### src/b64lw_pkg.sv
// Shared types, constants and the alphabet lookup for the base64 line-wrap encoder.
// No dependencies; imported by the front, back, top, checker and testbench.
package b64lw_pkg;

  localparam logic [7:0] LINE_CHARS_RST = 8'd76;
  localparam logic [7:0] CHAR_PAD       = 8'h3D;
  localparam logic [7:0] CHAR_CR        = 8'h0D;
  localparam logic [7:0] CHAR_LF        = 8'h0A;
  localparam logic [2:0] IDX_CR         = 3'd4;
  localparam logic [2:0] IDX_LF         = 3'd5;

  // One encoded group: four characters, first in chars[0], and a line-break flag
  typedef struct packed {
    logic [3:0][7:0] chars;
    logic            crlf;
  } job_t;

  // Map a 6-bit value to the standard base64 alphabet
  function automatic logic [7:0] b64_sym(input logic [5:0] v);
    logic [7:0] r;
    priority if (v < 6'd26) begin
      r = 8'(8'h41 + {2'b00, v});
    end else if (v < 6'd52) begin
      r = 8'(8'h61 + {2'b00, v} - 8'd26);
    end else if (v < 6'd62) begin
      r = 8'(8'h30 + {2'b00, v} - 8'd52);
    end else if (v == 6'd62) begin
      r = 8'h2B;
    end else begin
      r = 8'h2F;
    end
    return r;
  endfunction

endpackage

### src/b64lw_ifs.sv
// Valid/ready channel interfaces for the raw byte input and the character output.
// No dependencies.
interface b64lw_in_if;
  logic       valid;
  logic       ready;
  logic [7:0] data_byte;
  logic       last_byte;
  modport source (output valid, output data_byte, output last_byte, input ready);
  modport sink (input valid, input data_byte, input last_byte, output ready);
endinterface

interface b64lw_out_if;
  logic       valid;
  logic       ready;
  logic [7:0] out_char;
  logic       last_char;
  modport source (output valid, output out_char, output last_char, input ready);
  modport sink (input valid, input out_char, input last_char, output ready);
endinterface

### src/b64lw_fifo.sv
// Short register queue that decouples the grouping front from the character back end.
// Depends on nothing but its parameters.
module b64lw_fifo #(
  parameter int WIDTH = 33,
  parameter int DEPTH = 2
) (
  input  logic             clk,
  input  logic             rst_n,
  input  logic             push,
  input  logic [WIDTH-1:0] wr_data,
  input  logic             pop,
  output logic [WIDTH-1:0] rd_data,
  output logic             full,
  output logic             empty
);
  localparam int PW = (DEPTH > 1) ? $clog2(DEPTH) : 1;
  localparam int CW = $clog2(DEPTH + 1);

  logic [WIDTH-1:0] mem_r [DEPTH];
  logic [PW-1:0]    wr_ptr_r, wr_ptr_nxt;
  logic [PW-1:0]    rd_ptr_r, rd_ptr_nxt;
  logic [CW-1:0]    cnt_r, cnt_nxt;

  assign full    = (cnt_r == CW'(DEPTH));
  assign empty   = (cnt_r == '0);
  assign rd_data = mem_r[rd_ptr_r];

  // Advance pointers with wrap at the depth
  always_comb begin
    wr_ptr_nxt = wr_ptr_r;
    rd_ptr_nxt = rd_ptr_r;
    cnt_nxt    = cnt_r;
    if (push) begin
      wr_ptr_nxt = (wr_ptr_r == PW'(DEPTH - 1)) ? '0 : PW'(wr_ptr_r + 1'b1);
    end
    if (pop) begin
      rd_ptr_nxt = (rd_ptr_r == PW'(DEPTH - 1)) ? '0 : PW'(rd_ptr_r + 1'b1);
    end
    if (push && !pop) begin
      cnt_nxt = CW'(cnt_r + 1'b1);
    end else if (pop && !push) begin
      cnt_nxt = CW'(cnt_r - 1'b1);
    end
  end

  always_ff @(posedge clk) begin
    if (!rst_n) begin
      wr_ptr_r <= '0;
      rd_ptr_r <= '0;
      cnt_r    <= '0;
    end else begin
      wr_ptr_r <= wr_ptr_nxt;
      rd_ptr_r <= rd_ptr_nxt;
      cnt_r    <= cnt_nxt;
    end
  end

  // Store entry on push
  always_ff @(posedge clk) begin
    if (push) begin
      mem_r[wr_ptr_r] <= wr_data;
    end
  end

endmodule

### src/b64lw_front.sv
// Front end: accepts bytes, gathers groups of three, tracks the line count and
// builds encoded groups for the queue. Depends on b64lw_pkg and b64lw_in_if.
module b64lw_front (
  input  logic              clk,
  input  logic              rst_n,
  b64lw_in_if.sink          in_ch,
  input  logic              cfg_we,
  input  logic [7:0]        cfg_wdata,
  input  logic              q_full,
  output logic              q_push,
  output b64lw_pkg::job_t   q_job
);
  import b64lw_pkg::*;

  logic [7:0]  line_chars_r;
  logic [15:0] pend_r, pend_nxt;
  logic [1:0]  pcnt_r, pcnt_nxt;
  logic [7:0]  lcnt_r, lcnt_nxt;
  logic [7:0]  lc_sum;
  logic [7:0]  b, b1, b2;
  logic        emit;
  logic        acc;

  // Take a byte whenever the queue has room for a group
  assign in_ch.ready = !q_full;
  assign acc         = in_ch.valid && !q_full;
  assign q_push      = acc && emit;

  assign b      = in_ch.data_byte;
  assign b1     = pend_r[15:8];
  assign b2     = pend_r[7:0];
  assign lc_sum = 8'(lcnt_r + 8'd4);

  // Classify the byte: hold it, close a padded group, or close a full group
  always_comb begin
    pend_nxt        = pend_r;
    pcnt_nxt        = pcnt_r;
    lcnt_nxt        = lcnt_r;
    emit            = 1'b0;
    q_job.chars[0]  = b64_sym(b[7:2]);
    q_job.chars[1]  = b64_sym({b[1:0], 4'b0000});
    q_job.chars[2]  = CHAR_PAD;
    q_job.chars[3]  = CHAR_PAD;
    q_job.crlf      = 1'b0;
    unique case (pcnt_r)
      2'd0: begin
        if (in_ch.last_byte) begin
          emit = 1'b1;
        end else begin
          pend_nxt = {b, 8'h00};
          pcnt_nxt = 2'd1;
        end
      end
      2'd1: begin
        q_job.chars[0] = b64_sym(b1[7:2]);
        q_job.chars[1] = b64_sym({b1[1:0], b[7:4]});
        q_job.chars[2] = b64_sym({b[3:0], 2'b00});
        if (in_ch.last_byte) begin
          emit = 1'b1;
        end else begin
          pend_nxt = {b1, b};
          pcnt_nxt = 2'd2;
        end
      end
      default: begin
        emit           = 1'b1;
        q_job.chars[0] = b64_sym(b1[7:2]);
        q_job.chars[1] = b64_sym({b1[1:0], b2[7:4]});
        q_job.chars[2] = b64_sym({b2[3:0], b[7:6]});
        q_job.chars[3] = b64_sym(b[5:0]);
        q_job.crlf     = (line_chars_r != 8'd0) && (lc_sum == line_chars_r);
        lcnt_nxt       = q_job.crlf ? 8'd0 : lc_sum;
        pend_nxt       = '0;
        pcnt_nxt       = 2'd0;
      end
    endcase
    // Drop all message state after the last byte
    if (in_ch.last_byte) begin
      pend_nxt = '0;
      pcnt_nxt = 2'd0;
      lcnt_nxt = 8'd0;
    end
  end

  always_ff @(posedge clk) begin
    if (!rst_n) begin
      pend_r <= '0;
      pcnt_r <= 2'd0;
      lcnt_r <= 8'd0;
    end else if (acc) begin
      pend_r <= pend_nxt;
      pcnt_r <= pcnt_nxt;
      lcnt_r <= lcnt_nxt;
    end
  end

  // Line length register
  always_ff @(posedge clk) begin
    if (!rst_n) begin
      line_chars_r <= LINE_CHARS_RST;
    end else if (cfg_we) begin
      line_chars_r <= cfg_wdata;
    end
  end

endmodule

### src/b64lw_back.sv
// Back end: walks the head group of the queue and sends one character per cycle
// when not stalled, via an output register. Depends on b64lw_pkg, b64lw_out_if.
module b64lw_back (
  input  logic              clk,
  input  logic              rst_n,
  input  b64lw_pkg::job_t   q_job,
  input  logic              q_empty,
  output logic              q_pop,
  b64lw_out_if.source       out_ch
);
  import b64lw_pkg::*;

  logic       valid_r;
  logic [7:0] char_r;
  logic       last_r;
  logic [2:0] idx_r;
  logic [7:0] cur_char;
  logic       cur_last;
  logic       load;

  assign out_ch.valid     = valid_r;
  assign out_ch.out_char  = char_r;
  assign out_ch.last_char = last_r;

  // Load when the output register is free or being taken
  assign load  = !q_empty && (!valid_r || out_ch.ready);
  assign q_pop = load && cur_last;

  // Select the character at the current position of the head group
  always_comb begin
    unique case (idx_r)
      IDX_CR:  cur_char = CHAR_CR;
      IDX_LF:  cur_char = CHAR_LF;
      default: cur_char = q_job.chars[idx_r[1:0]];
    endcase
    cur_last = q_job.crlf ? (idx_r == IDX_LF) : (idx_r == 3'd3);
  end

  always_ff @(posedge clk) begin
    if (!rst_n) begin
      valid_r <= 1'b0;
      idx_r   <= 3'd0;
    end else if (load) begin
      valid_r <= 1'b1;
      idx_r   <= cur_last ? 3'd0 : 3'(idx_r + 1'b1);
    end else if (out_ch.ready) begin
      valid_r <= 1'b0;
    end
  end

  // Payload of the output register
  always_ff @(posedge clk) begin
    if (load) begin
      char_r <= cur_char;
      last_r <= cur_last;
    end
  end

endmodule

### src/base64_line_wrap_encoder.sv
// Top level of the streaming base64 encoder with CR LF line wrap.
// Depends on b64lw_pkg, b64lw_ifs, b64lw_front, b64lw_fifo and b64lw_back.
//
//  channel  | direction | payload                   | handshake
//  ---------+-----------+---------------------------+-------------------
//  in_ch    | in        | data_byte[7:0], last_byte | valid / ready
//  out_ch   | out       | out_char[7:0], last_char  | valid / ready
//  cfg      | in        | cfg_wdata[7:0] line_chars | cfg_we, no wait
//
// A byte is taken whenever the group queue has room; a full or padded group
// then leaves as 4 characters (6 if a full group adds CR LF), one per cycle
// while the output is ready, so the output port sets the sustained rate.
// Reset (rst_n low, synchronous) empties the queue and clears message state;
// the line length returns to 76. The input side stalls while the queue holds
// FIFO_DEPTH groups, the output side while it is empty.
module base64_line_wrap_encoder #(
  parameter int FIFO_DEPTH = 2
) (
  input  logic        clk,
  input  logic        rst_n,
  b64lw_in_if.sink    in_ch,
  b64lw_out_if.source out_ch,
  input  logic        cfg_we,
  input  logic [7:0]  cfg_wdata
);
  import b64lw_pkg::*;

  job_t push_job;
  job_t head_job;
  logic q_push;
  logic q_pop;
  logic q_full;
  logic q_empty;

  b64lw_front u_front (
    .clk       (clk),
    .rst_n     (rst_n),
    .in_ch     (in_ch),
    .cfg_we    (cfg_we),
    .cfg_wdata (cfg_wdata),
    .q_full    (q_full),
    .q_push    (q_push),
    .q_job     (push_job)
  );

  b64lw_fifo #(
    .WIDTH ($bits(job_t)),
    .DEPTH (FIFO_DEPTH)
  ) u_fifo (
    .clk     (clk),
    .rst_n   (rst_n),
    .push    (q_push),
    .wr_data (push_job),
    .pop     (q_pop),
    .rd_data (head_job),
    .full    (q_full),
    .empty   (q_empty)
  );

  b64lw_back u_back (
    .clk     (clk),
    .rst_n   (rst_n),
    .q_job   (head_job),
    .q_empty (q_empty),
    .q_pop   (q_pop),
    .out_ch  (out_ch)
  );

endmodule

### src/flat_wrapper.sv
// flat-port wrapper written by rule: the top's interface ports become plain ports
module base64_line_wrap_encoder_flat import b64lw_pkg::*;
#(
  parameter int FIFO_DEPTH = 2
)
  (clk, rst_n, cfg_we, cfg_wdata, in_ch_valid, in_ch_data_byte, in_ch_last_byte, in_ch_ready, out_ch_valid, out_ch_out_char, out_ch_last_char, out_ch_ready);
  b64lw_in_if in_ch_i ();
  b64lw_out_if out_ch_i ();
  input  logic clk;
  input  logic rst_n;
  input  logic cfg_we;
  input  logic [7:0] cfg_wdata;
  input wire logic [$bits(in_ch_i.valid)-1:0] in_ch_valid;
  input wire logic [$bits(in_ch_i.data_byte)-1:0] in_ch_data_byte;
  input wire logic [$bits(in_ch_i.last_byte)-1:0] in_ch_last_byte;
  output wire logic [$bits(in_ch_i.ready)-1:0] in_ch_ready;
  output wire logic [$bits(out_ch_i.valid)-1:0] out_ch_valid;
  output wire logic [$bits(out_ch_i.out_char)-1:0] out_ch_out_char;
  output wire logic [$bits(out_ch_i.last_char)-1:0] out_ch_last_char;
  input wire logic [$bits(out_ch_i.ready)-1:0] out_ch_ready;
  assign in_ch_i.valid = in_ch_valid;
  assign in_ch_i.data_byte = in_ch_data_byte;
  assign in_ch_i.last_byte = in_ch_last_byte;
  assign in_ch_ready = in_ch_i.ready;
  assign out_ch_valid = out_ch_i.valid;
  assign out_ch_out_char = out_ch_i.out_char;
  assign out_ch_last_char = out_ch_i.last_char;
  assign out_ch_i.ready = out_ch_ready;
  base64_line_wrap_encoder #(.FIFO_DEPTH(FIFO_DEPTH)) u_core (.clk(clk), .rst_n(rst_n), .in_ch(in_ch_i), .out_ch(out_ch_i), .cfg_we(cfg_we), .cfg_wdata(cfg_wdata));
endmodule
### config.mk
export PLATFORM = sky130hd
export DESIGN_NAME = base64_line_wrap_encoder_flat
export DESIGN_NICKNAME = d
export VERILOG_FILES = /design/src/b64lw_pkg.sv /design/src/b64lw_ifs.sv /design/src/b64lw_fifo.sv /design/src/b64lw_front.sv /design/src/b64lw_back.sv /design/src/base64_line_wrap_encoder.sv /design/src/flat_wrapper.sv
export SDC_FILE = /design/constraint.sdc
export NUM_CORES = 1
export LEC_CHECK = 0
export BUFFER_PORTS_ARGS = -buffer_cell sky130_fd_sc_hd__buf_2
export CAP_MARGIN = 20
export CORE_ASPECT_RATIO = 2
export CORE_MARGIN = 2
export CORE_UTILIZATION = 60
export CTS_BUF_LIST = sky130_fd_sc_hd__clkbuf_2
export CTS_CLUSTER_DIAMETER = 50
export DETAILED_ROUTE_END_ITERATION = 7
export PLACE_DENSITY_LB_ADDON = 0.12
export SYNTH_ARGS = -nofsm -noshare
export SYNTH_HDL_FRONTEND = slang
export SYNTH_SLANG_ARGS = --single-unit
### constraint.sdc
create_clock -name clk -period 3.6 [get_ports clk]
set_input_delay 0.54 -clock clk [delete_from_list [all_inputs] [get_ports clk]]
set_output_delay 0.54 -clock clk [all_outputs]
set_load 0.01 [all_outputs]
== Yosys cells after proc, flatten, opt, wreduce, memory -nomap -nowiden ==
Memory sizes are Yosys's and may differ from the RTL's. A register that Yosys moved wholly into a read port is not among the register bits.
Index checks and enable logic that the tools add are counted.
Storage, ports and cells
  memories: 1
  register bits: 51
  bits in writable memories: 66
  word-level logic and storage cells: 176
  output and inout bits: 11
  input bits: 22
Cells by class
  order comparisons: 25
  reduce and logical (&&, ||, !) cells: 21
  equality and inequality tests: 14
  add/subtract/negate cells: 46
  muxes and demuxes: 57
Memories
  u_core.u_fifo.mem_r: depth 2, width 33, read ports 1, clocked after Yosys merged registers in 1, wr ports 1, line b64lw_fifo.sv:19  | logic [WIDTH-1:0] mem_r [DEPTH];
Operator list (count)
  $mux W8: 29
  $add A7 B6 Y8 const A: 16
  $lt A6 B6 Y1 const B: 16
  $sub A7 B6 Y8 const B: 8
  $sub A8 B5 Y8 const B: 8
  $add A6 B6 Y7 const A: 8
  $lt A6 B5 Y1 const B: 8
  $pmux W24 S2: 1
  $eq A6 B6 Y1 const B: 6
  $pmux W16 S2: 1
  $mux W3: 7
  $bmux W8 S2: 1
  $mux W16: 1
  $pmux W8 S2: 1
  $mux W1: 12
  $add A8 B3 Y8 const B: 1
  $eq A8 B8 Y1: 1
  $reduce_bool A8 Y1: 1
  $logic_and A1 B1 Y1: 7
  $eq A3 B3 Y1 const B: 2
  $mux W2: 3
  $logic_not A1 Y1: 5
  $logic_not A2 Y1: 2
  $pmux W2 S2: 1
  other kinds (14): 17

== Logic depth before layout (Yosys ltp) ==
Gate-level depths: netlist of run 1.
  depth in word-level cells: 8
  mapped depth: 11
  gate-level depth less buffers: 9

== Cells and area by module ==
A second synthesis of run 1 with hierarchy kept.
Unflattened totals
  cell total of the unflattened synthesis: 748
  area, all modules: 7433.4 sq um
By module, submodules not included
  b64lw_front: area each 4026.4 sq um, instances 1, cells each 558
  b64lw_fifo: area each 2600.0 sq um, instances 1, cells each 125
  b64lw_back: area each 807.0 sq um, instances 1, cells each 65

== Least setup slack after synthesis of run 1 ==
Ideal clock, no wire load.
  path kind: in2reg
  start: input in_ch_data_byte[7]
  end: memory u_core.u_fifo.mem_r[0][11], data pin
  setup time: 0.133 ns
  path slack: 0.817 ns
  stages: 11
  data arrival time: 2.650 ns
  required time: 3.467 ns
  cell sequence: clkbuf_1 > buf_1 > inv_1 > ha_1 > and3b_1 > buf_6 > mux2_4 > a2111oi_2 > a21oi_1 > nor2_1 > a221o_2
RTL lines
  from (decl): line flat_wrapper.sv:14  | input wire logic [$bits(in_ch_i.data_byte)-1:0] in_ch_data_byte;
  to (decl): line b64lw_fifo.sv:19

== Worst setup path after layout of run 1 ==
  start: register u_core.u_back.idx_r[1]
  end: register u_core.u_fifo.cnt_r[1]
On the way
  word-level cells in the longest chain between the ends: 6
Ends and longest elaborated chain
  from (decl): line b64lw_back.sv:16  | logic [2:0] idx_r;
  from (signal assigned): line b64lw_back.sv:45  | idx_r <= cur_last ? 3'd0 : 3'(idx_r + 1'b1);
  $eq A3 B2 Y1 / $eq A3 B3 Y1 (equally long branches): line b64lw_back.sv:36  | cur_last = q_job.crlf ? (idx_r == IDX_LF) : (idx_r == 3'd3);
  $mux W1 (*): line b64lw_back.sv:36
  named net u_core.u_back.cur_last: line b64lw_back.sv:18  | logic cur_last;
  $logic_and A1 B1 Y1 (*): line b64lw_back.sv:27  | assign q_pop = load && cur_last;
  $logic_not A1 Y1: line b64lw_fifo.sv:39  | if (push && !pop) begin
  $logic_and A1 B1 Y1: line b64lw_fifo.sv:39
  $mux W2 / $reduce_bool A2 Y1 (equally long branches)
  to (signal assigned): line b64lw_fifo.sv:54  | cnt_r <= cnt_nxt;
  to (decl): line b64lw_fifo.sv:22  | logic [CW-1:0] cnt_r, cnt_nxt;
Mark *: on every way through the listed nets, which the timed path passes. The rest lies on a longest branch.
A chain may end at the register's enable or synchronous reset.

==> impl_results.html, run 1 <==
<table>
<tr><th>Metric</th><th>Value</th></tr>
<tr><th colspan="2">Die</th></tr>
<tr><td>Standard cell core area</td><td>11600 um2</td></tr>
<tr><td>Die Outline Area</td><td>12700 um2</td></tr>
<tr><td>Initial cell density of the core</td><td>60.6%</td></tr>
<tr><td>Floorplan die height</td><td>157 um</td></tr>
<tr><td>Top-level I/O count</td><td>33</td></tr>
<tr><td># rows</td><td>56</td></tr>
<tr><td>Die W</td><td>80.7 um</td></tr>
<tr><th colspan="2">Critical path</th></tr>
<tr><td>Required time at the endpoint of the critical path</td><td>4.19 ns</td></tr>
<tr><td>Longest individual stage delay on the worst path</td><td>0.60 ns</td></tr>
<tr><td>Max FO, Critical Path</td><td>10</td></tr>
<tr><td>Classification of the worst setup path</td><td>reg -&gt; reg</td></tr>
<tr><td>Cell breakdown of the critical path</td><td>inv_2, ha_1, and2_1, mux2_2, nand2_1, ha_1, or3_1, a21boi_0</td></tr>
<tr><td>Crit-path slowest cell</td><td>sky130_fd_sc_hd__dfxtp_1</td></tr>
<tr><td>Worst r2r dst</td><td>u_core.u_fifo.cnt_r[1]</td></tr>
<tr><td>Crit Reg-Reg Startpoint</td><td>u_core.u_back.idx_r[1]</td></tr>
<tr><td>Number of cells on the worst reg-to-reg path</td><td>8</td></tr>
<tr><td>Critical path capture point type</td><td>flop</td></tr>
<tr><td>Slack of the worst reg-to-reg path</td><td>0.99 ns</td></tr>
<tr><td>CP Data Arrival Time</td><td>3.19 ns</td></tr>
<tr><td>Critical path launch point type</td><td>flop</td></tr>
<tr><td>Cell type with the highest occurrence count on the critical path</td><td>sky130_fd_sc_hd__ha_1</td></tr>
<tr><th colspan="2">Placement</th></tr>
<tr><td>Post-detailed-placement half-perimeter wirelength</td><td>14.3 mm</td></tr>
<tr><td>Total placed instance area</td><td>7310 um2</td></tr>
<tr><td>Final RePlAce weighted congestion</td><td>0.978</td></tr>
<tr><td>Quantity of I/O buffers inserted on ports</td><td>32</td></tr>
<tr><th colspan="2">Power</th></tr>
<tr><td>Switching power</td><td>1.00 mW</td></tr>
<tr><td>Fraction of power consumed by sequential logic</td><td>48.4%</td></tr>
<tr><td>Peak VDD IR</td><td>0.307 mV</td></tr>
<tr><td>Overall power of the completed layout</td><td>3.33 mW</td></tr>
<tr><td>Standby leakage power</td><td>2.85 nW</td></tr>
<tr><td>Proportion of power drawn by the clock network</td><td>32.3%</td></tr>
<tr><td>Logic pwr share</td><td>19.4%</td></tr>
<tr><td>Switching part of the total</td><td>30.1%</td></tr>
<tr><td>Design internal power</td><td>2.33 mW</td></tr>
<tr><td>Ratio of total power to cell area</td><td>436 nW/um2</td></tr>
<tr><th colspan="2">Clock network</th></tr>
<tr><td>Clock transition at the register clock pins on the worst setup and hold paths after CTS</td><td>0.22 ns</td></tr>
<tr><td>Post_cts resized</td><td>0</td></tr>
<tr><td>Number of hold buffers added after CTS</td><td>0</td></tr>
<tr><td>Post-CTS Repair Setup Buffers</td><td>0</td></tr>
<tr><td>Clock buffer count from CTS</td><td>17</td></tr>
<tr><td>H-Tree Depth</td><td>4</td></tr>
<tr><td>Total number of clock tree sinks</td><td>116</td></tr>
<tr><td>Worst-case clock buffer depth</td><td>2</td></tr>
<tr><td>Clk_lat worst skew</td><td>0.67 ns</td></tr>
<tr><td>CTS tree</td><td>built</td></tr>
<tr><td>Clock Tree Root</td><td>sky130_fd_sc_hd__clkbuf_2</td></tr>
<tr><th colspan="2">Final layout</th></tr>
<tr><td>Filler cells</td><td>963</td></tr>
<tr><td>Post-Layout Inst Area</td><td>7620 um2</td></tr>
<tr><td>Relative area change from synthesis to final layout</td><td>8.07%</td></tr>
<tr><td>Number of nets at the end of the flow</td><td>793</td></tr>
<tr><td>Share of post-route cells with drive strength above 1</td><td>15.9%</td></tr>
<tr><th colspan="2">Min path</th></tr>
<tr><td>Cells on Worst Hold Path</td><td>3</td></tr>
<tr><td>Worst Hold Endpoint</td><td>u_core.u_front.line_chars_r[2]</td></tr>
<tr><td>Hold crit path type</td><td>in -&gt; reg</td></tr>
<tr><td>Min-delay src</td><td>cfg_wdata[2]</td></tr>
<tr><th colspan="2">Timing</th></tr>
<tr><td>Period utilisation layout</td><td>72.5%</td></tr>
<tr><td>Worst clock skew on the final layout</td><td>0.0492 ns</td></tr>
<tr><td>Hold violation total from the final report</td><td>0</td></tr>
<tr><td>Relative slew margins</td><td>56.2%</td></tr>
<tr><td>Slew of the pin with the lowest slew margin</td><td>0.655 ns</td></tr>
<tr><td>Final Max Tran Viols</td><td>0</td></tr>
<tr><td>Total setup violations reported at the end of the flow</td><td>0</td></tr>
<tr><td>F_max</td><td>383 MHz</td></tr>
<tr><td>Minimum clock period</td><td>2.61 ns</td></tr>
<tr><td>RSZ-0062 raised after global routing</td><td>false</td></tr>
<tr><td>Setup tns final</td><td>0 ns</td></tr>
<tr><th colspan="2">Synth</th></tr>
<tr><td>Net count after synthesis</td><td>770</td></tr>
<tr><td>Count of cell types in the netlist</td><td>74</td></tr>
<tr><td>Yosys warning count</td><td>0</td></tr>
<tr><td>Commonest cells in the synthesized netlist</td><td>sky130_fd_sc_hd__nand2_1 (79), sky130_fd_sc_hd__edfxtp_1 (75), sky130_fd_sc_hd__a21oi_1 (49)</td></tr>
<tr><td>Most used DFF post-synth</td><td>sky130_fd_sc_hd__edfxtp_1</td></tr>
<tr><td>Area of the mapped netlist</td><td>7050 um2</td></tr>
<tr><td>Ys async rst share</td><td>0%</td></tr>
<tr><td>Mean cell area of the mapped netlist</td><td>9.89 um2</td></tr>
<tr><td>Total of flip-flops plus latches after synthesis</td><td>116</td></tr>
<tr><td>Most area-consuming cells after synthesis</td><td>sky130_fd_sc_hd__edfxtp_1 (32%), sky130_fd_sc_hd__dfxtp_1 (12%), sky130_fd_sc_hd__ha_1 (6.2%)</td></tr>
<tr><td>Post-synth EDFFs</td><td>75</td></tr>
<tr><td>Top-area cell type share of the netlist area</td><td>31.9%</td></tr>
<tr><td>Cell taking the most area after synthesis</td><td>sky130_fd_sc_hd__edfxtp_1</td></tr>
<tr><td>Proportion of synthesized chip area in sequential cells</td><td>43.6%</td></tr>
<tr><td>Syn Inst Count</td><td>713</td></tr>
<tr><td>Most frequently used cell type in the post-synthesis netlist</td><td>sky130_fd_sc_hd__nand2_1</td></tr>
<tr><th colspan="2">Status</th></tr>
<tr><td>Run status</td><td>finished clean</td></tr>
<tr><th colspan="2">Detailed routing</th></tr>
<tr><td>Vias after detailed routing</td><td>5809</td></tr>
<tr><td>Post-route DRC</td><td>0</td></tr>
<tr><td>Number of DRC markers after the initial detailed-route iteration</td><td>422</td></tr>
<tr><td>Via-per-instance ratio</td><td>6.49</td></tr>
<tr><td>Post-detailed-routing wire length</td><td>19.3 mm</td></tr>
<tr><td>Post-DRT Antenna Nets</td><td>0</td></tr>
<tr><td>Post-detailed-route wirelength per cell</td><td>21.5 um</td></tr>
<tr><td>Count of TritonRoute iterations in the first routing pass</td><td>6</td></tr>
<tr><th colspan="2">Global route</th></tr>
<tr><td>Number of antenna violations at the first check in global routing</td><td>1</td></tr>
<tr><td>Tot GR Track Use</td><td>31.6%</td></tr>
<tr><td>Vias in the first global route</td><td>5788</td></tr>
<tr><td>Global-route wire length before repair</td><td>29.8 mm</td></tr>
<tr><td>Maximum number of pins on one net before global-route repair</td><td>34</td></tr>
<tr><td>Total congestion overflow</td><td>0</td></tr>
<tr><th colspan="2">Flow run</th></tr>
<tr><td>Max-Cap Viols</td><td>0</td></tr>
</table>
## cell families after synthesis
kind of cell | after synthesis | share of synthesized area [%]
mux | 34 | 7.79
fa+ha+maj | 35 | 6.21
flops | 116 | 43.6
xor+xnor | 27 | 3.35
buf+inv | 72 | 4.38
compound gates | 202 | 19.4
simple gates | 227 | 15.3
## layout by cell type, fill, tap and decap left out, types with 4 or more instances in the layout
cell,instances
sky130_fd_sc_hd__mux2i_1,14
sky130_fd_sc_hd__dfxtp_1,41
sky130_fd_sc_hd__buf_4,14
sky130_fd_sc_hd__mux4_2,16
sky130_fd_sc_hd__nor3_1,16
sky130_fd_sc_hd__and2_1,11
sky130_fd_sc_hd__xor2_1,6
sky130_fd_sc_hd__nor2b_1,12
sky130_fd_sc_hd__buf_2,32
sky130_fd_sc_hd__o311ai_0,4
sky130_fd_sc_hd__a22oi_1,5
sky130_fd_sc_hd__o21ai_0,41
sky130_fd_sc_hd__nand2b_1,5
sky130_fd_sc_hd__a22o_1,15
sky130_fd_sc_hd__inv_6,4
sky130_fd_sc_hd__edfxtp_1,75
sky130_fd_sc_hd__a21oi_1,49
sky130_fd_sc_hd__inv_1,28
sky130_fd_sc_hd__nand3_1,27
sky130_fd_sc_hd__a211oi_1,9
sky130_fd_sc_hd__nor2_1,46
sky130_fd_sc_hd__ha_1,35
sky130_fd_sc_hd__xnor2_1,21
sky130_fd_sc_hd__o21a_1,4
sky130_fd_sc_hd__o31ai_1,7
sky130_fd_sc_hd__nand2_1,79
sky130_fd_sc_hd__a21o_1,13
sky130_fd_sc_hd__o211ai_1,6
sky130_fd_sc_hd__clkbuf_2,18
sky130_fd_sc_hd__bufinv_16,5
sky130_fd_sc_hd__a31oi_1,10
sky130_fd_sc_hd__and3_1,4
sky130_fd_sc_hd__o22ai_1,5
## area by class of cell
| cell class | count | area [um2] | area share (%) |
|---|---|---|---|
| Antenna cell | 1 | 2.50 | 0.0328 |
| Clock buffer | 18 | 90.1 | 1.18 |
| Clock inverter | 14 | 224 | 2.94 |
| Inverter | 30 | 113 | 1.48 |
| Multi-Input combinational cell | 525 | 3670 | 48.2 |
| Sequential cell | 116 | 3070 | 40.3 |
| Tap cell | 145 | 181 | 2.38 |
| Timing Repair Buffer | 46 | 265 | 3.48 |
## critical path, delay by kind of cell (launching register included)
family,cells,cell delay (ns)
fa+ha+maj,2,0.53
mux,1,0.30
buf+inv,1,0.18
compound gates,1,0.17
simple gates,3,0.76
flops,1,0.60
## how the worst max path moves through the flow
stage                     slack [ns]                          to                   start  cells after the start
after global placement          0.79  u_core.u_fifo.mem_r[0][11]      in_ch_data_byte[6]                      9
after detailed placement        0.72  u_core.u_fifo.mem_r[0][11]      in_ch_data_byte[6]                      9
final                           0.99      u_core.u_fifo.cnt_r[1]  u_core.u_back.idx_r[1]                      8
after global routing            0.81      u_core.u_fifo.cnt_r[1]  u_core.u_back.idx_r[1]                      8
after CTS                       1.03      u_core.u_fifo.cnt_r[1]  u_core.u_back.idx_r[1]                      8
after floorplan                 0.82  u_core.u_fifo.mem_r[0][11]      in_ch_data_byte[7]                     11
## through the flow
stage | setup slack, ns | utilization [%] | std cells | hold WS [ns]
global route | 0.808 | 65.5 | 895 | 0.0272
global placement | 0.787 | 62.8 | 862 | 0.470
finish | 0.992 | 65.5 | 895 | 0.0637
detailed placement | 0.721 | 62.8 | 862 | 0.495
floorplan | 0.817 | - | 713 | 0.453
CTS | 1.03 | 65.5 | 894 | 0.0459
## registers in the layout, summed over array words and instances, names as in the netlist, named ones only
| register | count |
|---|---|
| u_core.u_fifo.wr_ptr_r | 1 |
| u_core.u_fifo.cnt_r | 2 |
| u_core.u_fifo.rd_ptr_r | 1 |
| u_core.u_front.line_chars_r | 8 |
| u_core.u_back.out_ch.valid | 1 |
| u_core.u_fifo.mem_r | 66 |
| u_core.u_front.lcnt_r | 6 |
| u_core.u_front.pend_r | 16 |
| u_core.u_back.idx_r | 3 |
| u_core.u_back.out_ch.last_char | 1 |
| u_core.u_back.out_ch.out_char | 8 |
| u_core.u_front.pcnt_r | 2 |
## power by group through the flow
stage	sequential (mW)	clock [mW]	combinational, mW
detailed placement	1.64	0	0.631
global route	1.62	1.14	0.696
CTS	1.61	1.08	0.638
finish	1.61	1.07	0.645
floorplan	1.61	0	0.438
global placement	1.63	0	0.607
## layer usage
layer  vias to the layer above  GRT usage, %  wire [um]
met5                         -             0          0
met4                         0          18.7       1200
met3                        75          5.05        940
met2                       261          57.1      10400
met1                      2778          33.4       6710
li1                       2695             -          -
Note: power is estimated with default switching activity, not from simulation.
==> run 2: changes to the inputs <==
--- a/config.mk
+++ b/config.mk
@@ -5,6 +5,7 @@
 export SDC_FILE = /design/constraint.sdc
 export NUM_CORES = 1
 export LEC_CHECK = 0
+export ABC_AREA = 1
 export BUFFER_PORTS_ARGS = -buffer_cell sky130_fd_sc_hd__buf_2
 export CAP_MARGIN = 20
 export CORE_ASPECT_RATIO = 2
==> constraint.sdc (replaced) <==
create_clock -name clk -period 2.7 [get_ports clk]
set_input_delay 0.405 -clock clk [delete_from_list [all_inputs] [get_ports clk]]
set_output_delay 0.405 -clock clk [all_outputs]
set_load 0.01 [all_outputs]
==> run 2 against run 1 <==
Net effect: non-clock buffer count grew 18; fmax up 9.9%; via count grew 19%; flip-flop and latch count unchanged; clock power grew 12%; routed wire length is 15% higher; power grew 69%; die area is 2.5% higher; first-iteration DRC count increased by 67%; cell area rose by 4.4%; synthesized cell count up 26%; sequential share of layout area fell by 1.7 points; largest power group unchanged.
==> impl_results.html, run 2 <==
<table>
<tr><th>Metric</th><th>Value</th></tr>
<tr><th colspan="2">Synth</th></tr>
<tr><td>Commonest cells in the synthesized netlist</td><td>sky130_fd_sc_hd__nand2_1 (175), sky130_fd_sc_hd__inv_1 (88), sky130_fd_sc_hd__o21ai_0 (88)</td></tr>
<tr><td>Ys async rst share</td><td>0% (unchanged)</td></tr>
<tr><td>Mean cell area of the mapped netlist</td><td>8.07 um2 (-18%)</td></tr>
<tr><td>Net count after synthesis</td><td>953 (+24%)</td></tr>
<tr><td>Proportion of synthesized chip area in sequential cells</td><td>42.5% (-1.1 points)</td></tr>
<tr><td>Area of the mapped netlist</td><td>7230 um2 (+2.6%)</td></tr>
<tr><td>Most used DFF post-synth</td><td>sky130_fd_sc_hd__edfxtp_1</td></tr>
<tr><td>Yosys warning count</td><td>0 (unchanged)</td></tr>
<tr><td>Most frequently used cell type in the post-synthesis netlist</td><td>sky130_fd_sc_hd__nand2_1</td></tr>
<tr><td>Cell taking the most area after synthesis</td><td>sky130_fd_sc_hd__edfxtp_1</td></tr>
<tr><td>Total of flip-flops plus latches after synthesis</td><td>116 (unchanged)</td></tr>
<tr><td>Most area-consuming cells after synthesis</td><td>sky130_fd_sc_hd__edfxtp_1 (31%), sky130_fd_sc_hd__dfxtp_1 (11%), sky130_fd_sc_hd__nand2_1 (9.1%)</td></tr>
<tr><td>Syn Inst Count</td><td>896 (+26%)</td></tr>
<tr><td>Count of cell types in the netlist</td><td>48 (-35%)</td></tr>
<tr><td>Top-area cell type share of the netlist area</td><td>31.1% (-0.80 points)</td></tr>
<tr><td>Post-synth EDFFs</td><td>75 (unchanged)</td></tr>
<tr><th colspan="2">Global route</th></tr>
<tr><td>Vias in the first global route</td><td>6788 (+17%)</td></tr>
<tr><td>Maximum number of pins on one net before global-route repair</td><td>35 (+2.9%)</td></tr>
<tr><td>Number of antenna violations at the first check in global routing</td><td>1 (unchanged)</td></tr>
<tr><td>Global-route wire length before repair</td><td>34.9 mm (+17%)</td></tr>
<tr><td>Total congestion overflow</td><td>0 (unchanged)</td></tr>
<tr><td>Tot GR Track Use</td><td>35.9% (+4.3 points)</td></tr>
<tr><th colspan="2">Clock network</th></tr>
<tr><td>Clock transition at the register clock pins on the worst setup and hold paths after CTS</td><td>0.25 ns (+0.03 ns)</td></tr>
<tr><td>Total number of clock tree sinks</td><td>116 (unchanged)</td></tr>
<tr><td>Worst-case clock buffer depth</td><td>2 (unchanged)</td></tr>
<tr><td>CTS tree</td><td>built</td></tr>
<tr><td>Post-CTS Repair Setup Buffers</td><td>0 (unchanged)</td></tr>
<tr><td>Clock Tree Root</td><td>sky130_fd_sc_hd__clkbuf_2</td></tr>
<tr><td>Clock buffer count from CTS</td><td>17 (unchanged)</td></tr>
<tr><td>H-Tree Depth</td><td>4 (unchanged)</td></tr>
<tr><td>Clk_lat worst skew</td><td>0.71 ns (+0.04 ns)</td></tr>
<tr><td>Post_cts resized</td><td>0 (unchanged)</td></tr>
<tr><th colspan="2">Power</th></tr>
<tr><td>Proportion of power drawn by the clock network</td><td>21.3% (-11 points)</td></tr>
<tr><td>Logic pwr share</td><td>35.4% (+16 points)</td></tr>
<tr><td>Peak VDD IR</td><td>0.515 mV (+68%)</td></tr>
<tr><td>Design internal power</td><td>3.27 mW (+41%)</td></tr>
<tr><td>Switching power</td><td>2.34 mW (+130%)</td></tr>
<tr><td>Overall power of the completed layout</td><td>5.61 mW (+69%)</td></tr>
<tr><td>Switching part of the total</td><td>41.6% (+12 points)</td></tr>
<tr><td>Standby leakage power</td><td>3.10 nW (+8.9%)</td></tr>
<tr><td>Ratio of total power to cell area</td><td>705 nW/um2 (+61%)</td></tr>
<tr><td>Fraction of power consumed by sequential logic</td><td>43.3% (-5.1 points)</td></tr>
<tr><th colspan="2">Detailed routing</th></tr>
<tr><td>Count of TritonRoute iterations in the first routing pass</td><td>6 (unchanged)</td></tr>
<tr><td>Vias after detailed routing</td><td>6924 (+19%)</td></tr>
<tr><td>Post-DRT Antenna Nets</td><td>0 (unchanged)</td></tr>
<tr><td>Number of DRC markers after the initial detailed-route iteration</td><td>703 (+67%)</td></tr>
<tr><td>Via-per-instance ratio</td><td>6.25 (-3.7%)</td></tr>
<tr><td>Top Layer Used</td><td>met4</td></tr>
<tr><td>Met3 wire len</td><td>1.42 mm (+51%)</td></tr>
<tr><td>WL met2</td><td>11.5 mm (+10%)</td></tr>
<tr><td>Post-route DRC</td><td>0 (unchanged)</td></tr>
<tr><td>Post-detailed-route wirelength per cell</td><td>20.1 um (-6.7%)</td></tr>
<tr><td>Met1 wire length</td><td>7.47 mm (+11%)</td></tr>
<tr><td>Post-detailed-routing wire length</td><td>22.2 mm (+15%)</td></tr>
<tr><th colspan="2">Critical path</th></tr>
<tr><td>Critical path launch point type</td><td>flop</td></tr>
<tr><td>Classification of the worst setup path</td><td>reg -&gt; reg</td></tr>
<tr><td>Max FO, Critical Path</td><td>10 (unchanged)</td></tr>
<tr><td>Critical path capture point type</td><td>flop</td></tr>
<tr><td>CP Data Arrival Time</td><td>2.98 ns (-0.21 ns)</td></tr>
<tr><td>Number of cells on the worst reg-to-reg path</td><td>12 (+4)</td></tr>
<tr><td>Required time at the endpoint of the critical path</td><td>3.30 ns (-0.89 ns)</td></tr>
<tr><th colspan="2">Final layout</th></tr>
<tr><td>Largest register FFs</td><td>66 (unchanged)</td></tr>
<tr><td>Share of post-route cells with drive strength above 1</td><td>13.2% (-2.7 points)</td></tr>
<tr><td>Commonest cells after routing, fill and taps aside</td><td>sky130_fd_sc_hd__nand2_1 (175), sky130_fd_sc_hd__inv_1 (88), sky130_fd_sc_hd__o21ai_0 (88)</td></tr>
<tr><td>Number of cells in the finished layout apart from fillers</td><td>1108 (+24%)</td></tr>
<tr><td>Number of nets at the end of the flow</td><td>1004 (+27%)</td></tr>
<tr><td>Regs by FF count</td><td>u_core.u_fifo.mem_r (66), u_core.u_front.pend_r (16)</td></tr>
<tr><td>Filler cells</td><td>974 (+1.1%)</td></tr>
<tr><td>Relative area change from synthesis to final layout</td><td>10.1%</td></tr>
<tr><td>Register bank with the most flops</td><td>u_core.u_fifo.mem_r</td></tr>
<tr><td>Most common cell after layout, fill and taps aside</td><td>sky130_fd_sc_hd__nand2_1</td></tr>
<tr><th colspan="2">Die</th></tr>
<tr><td># rows</td><td>56 (unchanged)</td></tr>
<tr><td>Die Outline Area</td><td>13000 um2 (+2.5%)</td></tr>
<tr><td>Floorplan die height</td><td>159 um (+1.2%)</td></tr>
<tr><td>Top-level I/O count</td><td>33 (unchanged)</td></tr>
<tr><td>Standard cell core area</td><td>11800 um2 (+1.2%)</td></tr>
<tr><td>Initial cell density of the core</td><td>61.5% (+0.81 points)</td></tr>
<tr><td>Die W</td><td>81.6 um (+1.2%)</td></tr>
<tr><th colspan="2">Timing</th></tr>
<tr><td>Worst clock skew on the final layout</td><td>0.0494 ns (+0.000229 ns)</td></tr>
<tr><td>Minimum clock period</td><td>2.37 ns (-0.236 ns)</td></tr>
<tr><td>Period utilisation layout</td><td>87.9% (+15 points)</td></tr>
<tr><td>Setup tns final</td><td>0 ns (unchanged)</td></tr>
<tr><td>Hold violation total from the final report</td><td>0 (unchanged)</td></tr>
<tr><td>Total setup violations reported at the end of the flow</td><td>0 (unchanged)</td></tr>
<tr><td>F_max</td><td>422 MHz (+9.9%)</td></tr>
<tr><td>Final Max Tran Viols</td><td>0 (unchanged)</td></tr>
<tr><td>Slew of the pin with the lowest slew margin</td><td>0.706 ns (+0.0517 ns)</td></tr>
<tr><td>RSZ-0062 raised after global routing</td><td>false</td></tr>
<tr><td>Final critical-path setup slack</td><td>0.328 ns (-0.664 ns)</td></tr>
<tr><td>Relative slew margins</td><td>52.6% (-3.6 points)</td></tr>
<tr><th colspan="2">Placement</th></tr>
<tr><td>Quantity of I/O buffers inserted on ports</td><td>32 (unchanged)</td></tr>
<tr><td>Post-detailed-placement half-perimeter wirelength</td><td>16.7 mm (+17%)</td></tr>
<tr><td>Total instance count after detailed placement</td><td>1059 (+23%)</td></tr>
<tr><td>Final RePlAce weighted congestion</td><td>1.03 (+5.7%)</td></tr>
<tr><td>Post-placement worst setup slack</td><td>0.354 ns (-0.367 ns)</td></tr>
<tr><th colspan="2">Min path</th></tr>
<tr><td>Hold crit path type</td><td>in -&gt; reg</td></tr>
<tr><td>Cells on Worst Hold Path</td><td>4 (+1)</td></tr>
<tr><th colspan="2">Status</th></tr>
<tr><td>Run status</td><td>finished clean</td></tr>
<tr><th colspan="2">Flow run</th></tr>
<tr><td>Max-Cap Viols</td><td>0 (unchanged)</td></tr>
</table>
[run 2: path summary, 6_finish.rpt]
kind / startpoint / end / slack, ns
max: u_core.u_back.idx_r[1] / u_core.u_fifo.cnt_r[1] / 0.33
min: in_ch_valid / u_core.u_front.pcnt_r[0] / 0.04
max reg2reg: u_core.u_back.idx_r[1] / u_core.u_fifo.cnt_r[1] / 0.33
min reg2reg: u_core.u_front.lcnt_r[7] / u_core.u_front.lcnt_r[7] / 0.53
[run 2: final cells by class]
type | instances | area [um2] | area share [%]
Multi-Input combinational cell | 644 | 3600 | 45.2
Clock inverter | 15 | 161 | 2.03
Antenna cell | 3 | 7.51 | 0.0943
Clock buffer | 17 | 85.1 | 1.07
Sequential cell | 116 | 3070 | 38.6
Tap cell | 145 | 181 | 2.28
Timing Repair Buffer | 64 | 460 | 5.78
Inverter | 104 | 393 | 4.93
[run 2: cell families after synthesis]
| group | count (synthesis) | synth area share (%) |
|---|---|---|
| AND/OR/NAND/NOR | 347 | 21.0 |
| adder cells (fa/ha/maj) | 35 | 6.05 |
| XOR/XNOR | 25 | 3.03 |
| flip-flops | 116 | 42.5 |
| AO/OA/AOI/OAI | 237 | 19.6 |
| buffers and inverters | 136 | 7.82 |
[run 2: worst max-delay path: stages (launching register included)]
cell and delay (ns):
sky130_fd_sc_hd__dfxtp_1 0.65, sky130_fd_sc_hd__clkinv_1 0.16, sky130_fd_sc_hd__ha_1 0.23, sky130_fd_sc_hd__nand2_1 0.12, sky130_fd_sc_hd__nand2_1 0.07, sky130_fd_sc_hd__o21ai_1 0.14
sky130_fd_sc_hd__nor2_2 0.08, sky130_fd_sc_hd__inv_2 0.06, sky130_fd_sc_hd__ha_1 0.25, sky130_fd_sc_hd__a21oi_1 0.13, sky130_fd_sc_hd__o21ai_0 0.14, sky130_fd_sc_hd__o21ai_0 0.18
sky130_fd_sc_hd__a21oi_1 0.06
[run 2: what timing repair did]
action,4_1_cts,5_1_grt
hold buffers,14,0
setup endpoints to repair,0,0
endpoints found under the hold margin,9,0
[run 2: layer usage]
layer,GRT usage (%),vias to the layer above
li1,-,3216
met4,28.6,0
met2,60.5,363
met5,2.50,-
met3,8.62,122
met1,35.8,3223
[run 2: power by group through the flow]
stage,Combinational [mW],Clock (mW),Sequential [mW]
after floorplan,1.23,0,2.44
after global placement,1.83,0,2.45
after detailed placement,1.91,0,2.46
after CTS,1.93,1.21,2.42
after global routing,2.15,1.28,2.46
final,1.99,1.20,2.43
[run 2: through the flow]
step	utilization (%)	hold WS [ns]	instance area [um2]
4_1_cts	67.6	0.00398	7960
3_5_place_dp	64.3	0.480	7570
2_1_floorplan	-	0.451	7240
6_report	67.6	0.0411	7960
5_1_grt	67.6	0.00985	7960
3_3_place_gp	64.3	0.466	7570
